`config.mk`:
```
export PLATFORM = sky130hd
export DESIGN_NAME = des_key_schedule
export DESIGN_NICKNAME = d
export VERILOG_FILES = /design/src/rtl/core/des_ks_pkg.sv /design/src/rtl/core/des_key_schedule.sv /design/src/rtl/core/des_ks_round.sv
export SDC_FILE = /design/constraint.sdc
export NUM_CORES = 1
export LEC_CHECK = 0
export BUFFER_PORTS_ARGS = -buffer_cell sky130_fd_sc_hd__buf_4
export CAP_MARGIN = 20
export CORE_MARGIN = 1.5
export CORE_UTILIZATION = 48
export DETAILED_ROUTE_END_ITERATION = 6
export PLACE_DENSITY = 0.83
export RECOVER_POWER = 50
export SETUP_SLACK_MARGIN = 0.2
export SYNTH_ARGS = -nofsm -noshare
export SYNTH_HDL_FRONTEND = slang
export SYNTH_SLANG_ARGS = --single-unit
```
`constraint.sdc`:
```
create_clock -name clk -period 2.9 [get_ports clk]
set_input_delay 0 -clock clk [delete_from_list [all_inputs] [get_ports clk]]
set_output_delay 0 -clock clk [all_outputs]
set_load 0.02 [all_outputs]
```
`src/rtl/core/des_ks_pkg.sv`:
```
// Package for the DES key schedule: widths, PC-1/PC-2 tables, shift schedule,
// and the bit-selection and rotate functions. No dependencies.

package des_ks_pkg;

  localparam int KEY_W    = 64;
  localparam int HALF_W   = 28;
  localparam int CD_W     = 2 * HALF_W;
  localparam int SUBKEY_W = 48;
  localparam int ROUNDS   = 16;
  localparam int RND_W    = 4;

  localparam logic [RND_W-1:0] RND_FIRST = RND_W'(0);
  localparam logic [RND_W-1:0] RND_LAST  = RND_W'(ROUNDS - 1);

  // Bit r set: round r rotates both halves by two places, else by one.
  localparam logic [15:0] SHIFT2_MASK = 16'h7EFC;

  typedef struct packed {
    logic [HALF_W-1:0] c;
    logic [HALF_W-1:0] d;
  } ks_cd_t;

  // Table entries count from 1 at the most significant bit.
  localparam logic [6:0] PC1_TAB [0:55] = '{
    7'd57, 7'd49, 7'd41, 7'd33, 7'd25, 7'd17, 7'd9,  7'd1,  7'd58, 7'd50, 7'd42, 7'd34,
    7'd26, 7'd18, 7'd10, 7'd2,  7'd59, 7'd51, 7'd43, 7'd35, 7'd27, 7'd19, 7'd11, 7'd3,
    7'd60, 7'd52, 7'd44, 7'd36, 7'd63, 7'd55, 7'd47, 7'd39, 7'd31, 7'd23, 7'd15, 7'd7,
    7'd62, 7'd54, 7'd46, 7'd38, 7'd30, 7'd22, 7'd14, 7'd6,  7'd61, 7'd53, 7'd45, 7'd37,
    7'd29, 7'd21, 7'd13, 7'd5,  7'd28, 7'd20, 7'd12, 7'd4
  };

  localparam logic [5:0] PC2_TAB [0:47] = '{
    6'd14, 6'd17, 6'd11, 6'd24, 6'd1,  6'd5,  6'd3,  6'd28, 6'd15, 6'd6,  6'd21, 6'd10,
    6'd23, 6'd19, 6'd12, 6'd4,  6'd26, 6'd8,  6'd16, 6'd7,  6'd27, 6'd20, 6'd13, 6'd2,
    6'd41, 6'd52, 6'd31, 6'd37, 6'd47, 6'd55, 6'd30, 6'd40, 6'd51, 6'd45, 6'd33, 6'd48,
    6'd44, 6'd49, 6'd39, 6'd56, 6'd34, 6'd53, 6'd46, 6'd42, 6'd50, 6'd36, 6'd29, 6'd32
  };

  // PC-1: drop the parity bits, split into C and D.
  function automatic ks_cd_t pc1(input logic [KEY_W-1:0] key);
    logic [CD_W-1:0] res;
    logic [5:0]      idx;
    res = '0;
    for (int i = 0; i < CD_W; i++) begin
      idx = 6'(7'd64 - PC1_TAB[i]);
      res[CD_W-1-i] = key[idx];
    end
    return ks_cd_t'(res);
  endfunction

  // PC-2: select 48 of the 56 joined C:D bits.
  function automatic logic [SUBKEY_W-1:0] pc2(input ks_cd_t cd);
    logic [SUBKEY_W-1:0] res;
    logic [CD_W-1:0]     w;
    logic [5:0]          idx;
    res = '0;
    w   = cd;
    for (int i = 0; i < SUBKEY_W; i++) begin
      idx = 6'(7'd56 - {1'b0, PC2_TAB[i]});
      res[SUBKEY_W-1-i] = w[idx];
    end
    return res;
  endfunction

  function automatic logic [HALF_W-1:0] rot28(input logic [HALF_W-1:0] v,
                                              input logic two);
    logic [HALF_W-1:0] res;
    if (two) begin
      res = {v[HALF_W-3:0], v[HALF_W-1:HALF_W-2]};
    end else begin
      res = {v[HALF_W-2:0], v[HALF_W-1]};
    end
    return res;
  endfunction

endpackage

```
`src/rtl/core/des_key_schedule.sv`:
```
// DES key schedule top level: key intake, round state and output register.
// Depends on des_ks_pkg and des_ks_round.

// Each key transaction on the input yields sixteen 48-bit round subkeys on the
// output, in round order, one per cycle, with tuser carrying the round number
// and tlast marking the sixteenth. Subkeys come from the single round unit,
// which the C/D register feeds once per cycle while not stalled. The next key
// is accepted in the cycle its predecessor's last round is computed, so keys
// stream back to back at one subkey per cycle; out_tready low stalls the round
// unit and holds the current subkey. Parity bits of the key are ignored.
// Reset clears the control state only; no clearing pass is needed.

module des_key_schedule
  import des_ks_pkg::*;
(
  input  logic                clk,
  input  logic                rst_n,
  input  logic                in_tvalid,
  output logic                in_tready,
  input  logic [KEY_W-1:0]    in_tdata,   // [63:0] key
  output logic                out_tvalid,
  input  logic                out_tready,
  output logic [SUBKEY_W-1:0] out_tdata,  // [47:0] subkey
  output logic [RND_W-1:0]    out_tuser,  // [3:0] round_index
  output logic                out_tlast   // last subkey of the key
);

  logic                busy_r, busy_nxt;
  ks_cd_t              cd_r, cd_nxt;
  logic [RND_W-1:0]    rnd_r, rnd_nxt;
  logic                out_valid_r, out_valid_nxt;
  logic [SUBKEY_W-1:0] subkey_r, subkey_nxt;
  logic [RND_W-1:0]    out_rnd_r, out_rnd_nxt;
  logic                out_last_r, out_last_nxt;

  ks_cd_t              cd_rot;
  logic [SUBKEY_W-1:0] subkey;
  logic                advance;
  logic                last_rnd;
  logic                load;

  des_ks_round u_round (
    .cd     (cd_r),
    .rnd    (rnd_r),
    .cd_rot (cd_rot),
    .subkey (subkey)
  );

  // Compute a round whenever the output register is free or being drained.
  assign advance   = busy_r && (!out_valid_r || out_tready);
  assign last_rnd  = (rnd_r == RND_LAST);
  // Take a new key when idle, or as the current key finishes its last round.
  assign in_tready = !busy_r || (advance && last_rnd);
  assign load      = in_tvalid && in_tready;

  always_comb begin
    busy_nxt = busy_r;
    cd_nxt   = cd_r;
    rnd_nxt  = rnd_r;
    if (load) begin
      busy_nxt = 1'b1;
      cd_nxt   = pc1(in_tdata);
      rnd_nxt  = RND_FIRST;
    end else if (advance) begin
      busy_nxt = !last_rnd;
      cd_nxt   = cd_rot;
      rnd_nxt  = rnd_r + RND_W'(1);
    end
  end

  always_comb begin
    out_valid_nxt = out_valid_r;
    subkey_nxt    = subkey_r;
    out_rnd_nxt   = out_rnd_r;
    out_last_nxt  = out_last_r;
    if (advance) begin
      out_valid_nxt = 1'b1;
      subkey_nxt    = subkey;
      out_rnd_nxt   = rnd_r;
      out_last_nxt  = last_rnd;
    end else if (out_tready) begin
      out_valid_nxt = 1'b0;
    end
  end

  always_ff @(posedge clk) begin
    if (!rst_n) begin
      busy_r      <= 1'b0;
      rnd_r       <= RND_FIRST;
      out_valid_r <= 1'b0;
    end else begin
      busy_r      <= busy_nxt;
      rnd_r       <= rnd_nxt;
      out_valid_r <= out_valid_nxt;
    end
  end

  // Payload: no reset needed.
  always_ff @(posedge clk) begin
    cd_r       <= cd_nxt;
    subkey_r   <= subkey_nxt;
    out_rnd_r  <= out_rnd_nxt;
    out_last_r <= out_last_nxt;
  end

  assign out_tvalid = out_valid_r;
  assign out_tdata  = subkey_r;
  assign out_tuser  = out_rnd_r;
  assign out_tlast  = out_last_r;

endmodule

```
`src/rtl/core/des_ks_round.sv`:
```
// One DES key-schedule round: rotate C and D by the schedule, apply PC-2.
// Depends on des_ks_pkg.

module des_ks_round
  import des_ks_pkg::*;
(
  input  ks_cd_t              cd,
  input  logic [RND_W-1:0]    rnd,
  output ks_cd_t              cd_rot,
  output logic [SUBKEY_W-1:0] subkey
);

  logic two;

  assign two      = SHIFT2_MASK[rnd];
  assign cd_rot.c = rot28(cd.c, two);
  assign cd_rot.d = rot28(cd.d, two);
  assign subkey   = pc2(cd_rot);

endmodule
```
==> results.json, run 1 <==
{
  "end_kind": "register",
  "drt_pass1_iterations": 5,
  "antenna_cells": 0,
  "start_util_pct": 50.0,
  "antenna_left": 0,
  "synth_top_area_cell": "edfxtp_1",
  "period_minus_slack_ps": 2330,
  "rsz0062_at_grt": "false",
  "path_clk_slew_ps": 60,
  "worstPathMaxFanout": 45,
  "synth-seq-cells": 116,
  "cts_tree": "built",
  "synth_most_common_cell": "edfxtp_1",
  "reg2reg_depth": 6,
  "h-tree-depth": 4,
  "syn_nets": 350,
  "p_leak_nw": 2.57,
  "synth_commonest_cells": "edfxtp_1 (109), mux2_2 (96), nor2_1 (10), mux2i_1 (9), a21oi_1 (8)",
  "ys.flop_type": "edfxtp_1",
  "cp.required_ps": 3140,
  "crit_type": "reg -> reg",
  "pin_count": 123,
  "synth_seq_area_share_pct": 68.9,
  "ys_types": 27,
  "layout_setup_ws_ps": 574,
  "gp_congestion": 0.716,
  "die-area_sq_um": 10900,
  "clkLatencyLatePin_ps": 500,
  "setup_tns_ps": 0,
  "hpwl_mm": 5.95,
  "regToRegEndpoint": "cd_r[12]$_DFFE_PP_",
  "hp-class": "in -> reg",
  "min_to": "out_tvalid$_SDFFE_PN0P_",
  "grt_pass1_wl_mm": 16.2,
  "drc": 0,
  "fmax_mhz": 430,
  "finalWirelength_mm": 10.2,
  "rrSetupSlack_ps": 570,
  "synth_compound_gate_area_share_pct": 1.62,
  "fin_skew_ps": 11.4,
  "drt-initial-drc-count": 106,
  "tightestPinTransition_ps": 914,
  "worstPathArrival_ps": 2570,
  "synthCells": 281,
  "die_h_um": 105,
  "cts_buffers": 17,
  "dp_cells": 518,
  "final_cells": 609,
  "whs_path_depth": 3,
  "synth_warnings": 0,
  "root_buffer": "clkbuf_8",
  "place_ws_ps": 602,
  "grtUsageTotal_pct": 19.4,
  "period_share_pct": 80.2,
  "synth.top_cell.area_share_pct": 66.1,
  "cap_violations": 0,
  "placementRows": 36,
  "synth-xor-area-share_pct": 0.531,
  "powerDensity_nw_per_um2": 708,
  "critPathLaunchType": "register",
  "max_slew_margin_pct": 39.0,
  "vias": 3048,
  "synth-simple-area-share_pct": 2.68,
  "reg2reg_from": "rnd_r[0]$_SDFFE_PP0P_",
  "syn_avg_cell_area_sq_um": 17.6,
  "routed_via_density": 5.00,
  "cts_buffer_depth": 2,
  "portBuffers": 114,
  "async_flop_share_pct": 0,
  "finalHoldViolCount": 0,
  "antenna_found_initial": 0,
  "areaGrowthSynthToFinish_pct": 40.4,
  "nets": 532,
  "vdd_ir_drop_max_v": 0.000451,
  "hp-start": "rst_n",
  "ys_top_cells_by_area": "edfxtp_1 (66%), mux2_2 (22%), dfxtp_1 (2.8%), mux2i_1 (1.8%), buf_6 (1.1%)",
  "fp.coreArea_sq_um": 9910,
  "status": "finished, final reports clean",
  "synth_edf_count": 109,
  "drive_gt1_share_pct": 37.4,
  "final_max_slew_viol_count": 0,
  "fillCellCount": 702,
  "synthMuxAreaShare_pct": 23.7,
  "synth_top_family_by_area": "multiplexers",
  "grt.overflow.total": 0,
  "setup_viol": 0,
  "clkSinkCount": 116,
  "wire_per_inst_um": 16.7,
  "grt_max_degree": 46,
  "synth-adder-area-share_pct": 0.253,
  "first_global_vias": 3246,
  "fin_util_pct": 70.2,
  "syn_area_sq_um": 4950,
  "dieWidth_um": 105
}
## layout by cell type (no fill, tap or decap), drive strengths merged
cell type    netlist  routed
a211oi             1       1
a21boi             1       1
a21oi              8       8
a221oi             1       1
and2               2       2
and3               3       3
buf               11      64
bufinv             0       5
clkbuf             3      72
clkinv             0       7
clkinvlp           0       2
dfxtp              7       7
dlygate4sd3        0      59
edfxtp           109     109
ha                 1       1
inv                4       4
mux2              96      96
mux2i              9       9
nand2              6       6
nand2b             1       1
nand3              1       1
nand4              1       1
nor2              10      10
nor2b              1       1
o21a               1       1
o21ai              1       1
xnor2              1       1
xor2               2       2
## worst max-delay path, stage by stage (launching register included)
cell and delay (ps):
dfxtp_1 350, ha_1 230, nand3_1 120, o21ai_2 100, nand2_4 290, buf_4 520, mux2_2 420
## area by class of cell
cell class              instances  area [sq um]  share of cell area, %
flip-flops and latches        116          3410                   49.1
multi-input cells             147          1420                   20.4
repair buffers                177          1310                   18.9
clock buffers                  18           418                   6.01
clock inverters                14           210                   3.02
well taps                     133           166                   2.39
inverters                       4          15.0                  0.216
## power by group
part / total, W / internal [W] / switching [W]
clock: 0.00219 / 0.00148 / 0.000717
combinational: 0.000587 / 0.000296 / 0.000292
sequential: 0.00214 / 0.00207 / 0.0000746
## what timing repair did
| item | in CTS | in global routing |
|---|---|---|
| hold buffers | 59 | 0 |
| buffers inserted | 0 | 0 |
| gates resized for setup | 0 | 0 |
| endpoints found under the hold margin | 62 | 0 |
## sequential cells by signal (all words and copies together), names as in the netlist
signal	cells
out_tuser	4
out_tvalid	1
rnd_r	4
u_round.two	1
cd_r	56
busy_r	1
out_tlast	1
out_tdata	48
## per-stage QoR
| stage | power [W] | hold WS (ps) | instance area, sq um |
|---|---|---|---|
| 6_report | 0.00492 | 335 | 6950 |
| 5_1_grt | 0.00509 | 327 | 6950 |
| 4_1_cts | 0.00501 | 296 | 7160 |
| 3_5_place_dp | 0.00274 | 286 | 5940 |
| 3_3_place_gp | 0.00272 | 270 | 5940 |
| 2_1_floorplan | 0.00251 | 139 | 4950 |
## worst max-delay path by stage
stage,startpoint,to,slack (ps)
3_5_place_dp,rnd_r[0]$_SDFFE_PP0P_,cd_r[24]$_DFFE_PP_,600
4_1_cts,rnd_r[0]$_SDFFE_PP0P_,cd_r[15]$_DFFE_PP_,580
3_3_place_gp,rnd_r[0]$_SDFFE_PP0P_,cd_r[54]$_DFFE_PP_,640
5_1_grt,rnd_r[0]$_SDFFE_PP0P_,cd_r[12]$_DFFE_PP_,450
2_1_floorplan,out_tvalid$_SDFFE_PN0P_,u_round.two$_DFF_P_,380
6_report,rnd_r[0]$_SDFFE_PP0P_,cd_r[12]$_DFFE_PP_,570
## cells by family after synthesis
group	count (synthesis)
buf+inv	18
flops	116
mux	105
simple gates	25
xor+xnor	3
compound gates	13
fa+ha+maj	1
## layer usage
layer / global-route usage, % / vias up / part of all wire, %
met2: 33.2 / 109 / 51
met5: 0 / - / 0
met1: 23.5 / 1475 / 43
met3: 6.80 / 11 / 5.5
met4: 4.56 / 0 / 1.2
li1: - / 1453 / -
Note: power is estimated with default switching activity, not from simulation.
==> run 2, diff against run 1 <==
Settings changed: CORE_UTILIZATION 48 to 53, PLACE_DENSITY 0.83 to 0.86.
Clock period 2.9 ns to 2.15 ns, I/O delays scaled along.
==> run 2 against run 1 <==
Clock skew about the same. Die area decreased by 9.2%. First-iteration DRC count down 2.8%. Maximum frequency rose by 19%. Global-route usage is 2.8 points higher. Clock-buffer cell count stayed put.
==> results.json, run 2 (synthesized netlist as in run 1, its figures left out) <==
{
  "period_share_pct": 91.2,
  "clkSinkCount": 116,
  "regMostFlops": "cd_r",
  "die-area_sq_um": 9930,
  "power.total_w": 0.00655,
  "placed_area_sq_um": 5950,
  "max_slew_margin_pct": 43.2,
  "critPathSlowestCell": "dfxtp_1",
  "tightestPinTransition_ps": 852,
  "first_global_vias": 3321,
  "hpwl_mm": 5.79,
  "drt_pass1_iterations": 6,
  "largest_register_ffs": 56,
  "placementRows": 35,
  "path_clk_slew_ps": 50,
  "powerDensity_nw_per_um2": 941,
  "path_cells": "ha_1 -> nand3_2 -> o21ai_4 -> nand2_8 -> buf_12 -> mux2_2",
  "cp.required_ps": 2390,
  "gp_congestion": 0.754,
  "pin_count": 123,
  "grtUsageTotal_pct": 22.1,
  "fillCellCount": 548,
  "h-tree-depth": 4,
  "nets": 535,
  "holdWs_ps": 344,
  "final_max_slew_viol_count": 0,
  "end_kind": "register",
  "final_area_sq_um": 6960,
  "layout_setup_ws_ps": 189,
  "p_leak_nw": 2.58,
  "root_buffer": "clkbuf_8",
  "die_h_um": 99.7,
  "vias": 3116,
  "areaGrowthSynthToFinish_pct": 40.6,
  "hp-class": "in -> reg",
  "start_util_pct": 54.1,
  "cts_buffers": 17,
  "mostFrequentLayoutCell": "edfxtp_1",
  "status": "finished, final reports clean",
  "antenna_cells": 0,
  "crit_type": "reg -> reg",
  "critPathLaunchType": "register",
  "setup_tns_ps": 0,
  "final_cell_mix": "edfxtp_1 (109), mux2_2 (71), buf_4 (62)",
  "wire_per_inst_um": 17.9,
  "grt.overflow.total": 0,
  "worstPathArrival_ps": 2200,
  "drc": 0,
  "grt_max_degree": 57,
  "dieWidth_um": 99.7,
  "drive_gt1_share_pct": 36.7,
  "grt_pass1_wl_mm": 16.5,
  "rsz0062_at_grt": "true",
  "cts_buffer_depth": 2,
  "portBuffers": 114,
  "place_ws_ps": 262,
  "finalHoldViolCount": 0,
  "worstPathMaxFanout": 34,
  "multi_input_area_sq_um": 1470,
  "cap_violations": 0,
  "vdd_ir_drop_max_v": 0.000714,
  "regArea_sq_um": 3420,
  "fin_skew_ps": 11.3,
  "period_minus_slack_ps": 1960,
  "antenna_found_initial": 0,
  "cpPeakStageDelay_ps": 400,
  "fmax_mhz": 510,
  "finalWirelength_mm": 10.6,
  "fp.coreArea_sq_um": 9150,
  "clkLatencyLatePin_ps": 500,
  "routed_via_density": 5.28,
  "drt-initial-drc-count": 103,
  "cts_tree": "built",
  "antenna_left": 0,
  "setup_viol": 0
}
[run 2: cell count changes in the layout (fill, tap and decap cells not counted), sizes merged]
cell         change
clkinvlp         +1
clkinv           +1
dlygate4sd3      +1
clkbuf           +2
inv              -1
bufinv           -1
[run 2: per-stage QoR]
| step | util (%) | cells |
|---|---|---|
| 2_1_floorplan | - | 281 |
| 3_3_place_gp | 65.0 | 497 |
| 3_5_place_dp | 65.0 | 497 |
| 4_1_cts | 78.2 | 589 |
| 5_1_grt | 76.1 | 590 |
| 6_report | 76.1 | 590 |
[run 2: repair_timing]
item                                    CTS  global route
endpoints found under the setup margin    0           105
buffers inserted                          0             1
gates resized for setup                   0             6
hold buffers                             60             0
endpoints found under the hold margin    63             0
[run 2: layout make-up]
cell class	count	area share, %
clock buffer	18	6.00
clock inverter	14	2.68
inverter	4	0.270
multi-input combinational	147	21.0
sequential	116	49.1
tap	111	1.99
timing repair buffer	180	18.9
[run 2: report_power, final]
group | internal [W] | leakage, nW | switching (W)
clock | 0.00187 | 0.294 | 0.000978
sequential | 0.00279 | 1.11 | 0.0000980
combinational | 0.000400 | 1.17 | 0.000412
[run 2: routing by layer]
metal	vias to the layer above	part of all wire (%)	global-route usage, %
li1	1461	-	-
met1	1518	40	24.6
met2	114	53	40.1
met3	23	4.6	6.68
met4	0	1.8	8.23
met5	-	0	0
[run 2: path summary, 6_finish.rpt]
kind | start | to | slack (ps) | cells after the start
worst max-delay path | rnd_r[0]$_SDFFE_PP0P_ | cd_r[1]$_DFFE_PP_ | 190 | 6
worst max register to register | rnd_r[0]$_SDFFE_PP0P_ | cd_r[1]$_DFFE_PP_ | 190 | 6
worst min register to register | rnd_r[1]$_SDFFE_PP0P_ | out_tuser[1]$_DFFE_PP_ | 530 | 0
worst min-delay path | in_tdata[33] | cd_r[23]$_DFFE_PP_ | 340 | 3
[run 2: critical path, delay by kind of cell, from the launching register on]
family,cells,cell delay [ps]
DFF,1,400
and+or+nand+nor,2,280
muxes,1,290
adders and majority gates,1,250
AOI/OAI and AO/OA,1,260
buffers and inverters,1,200
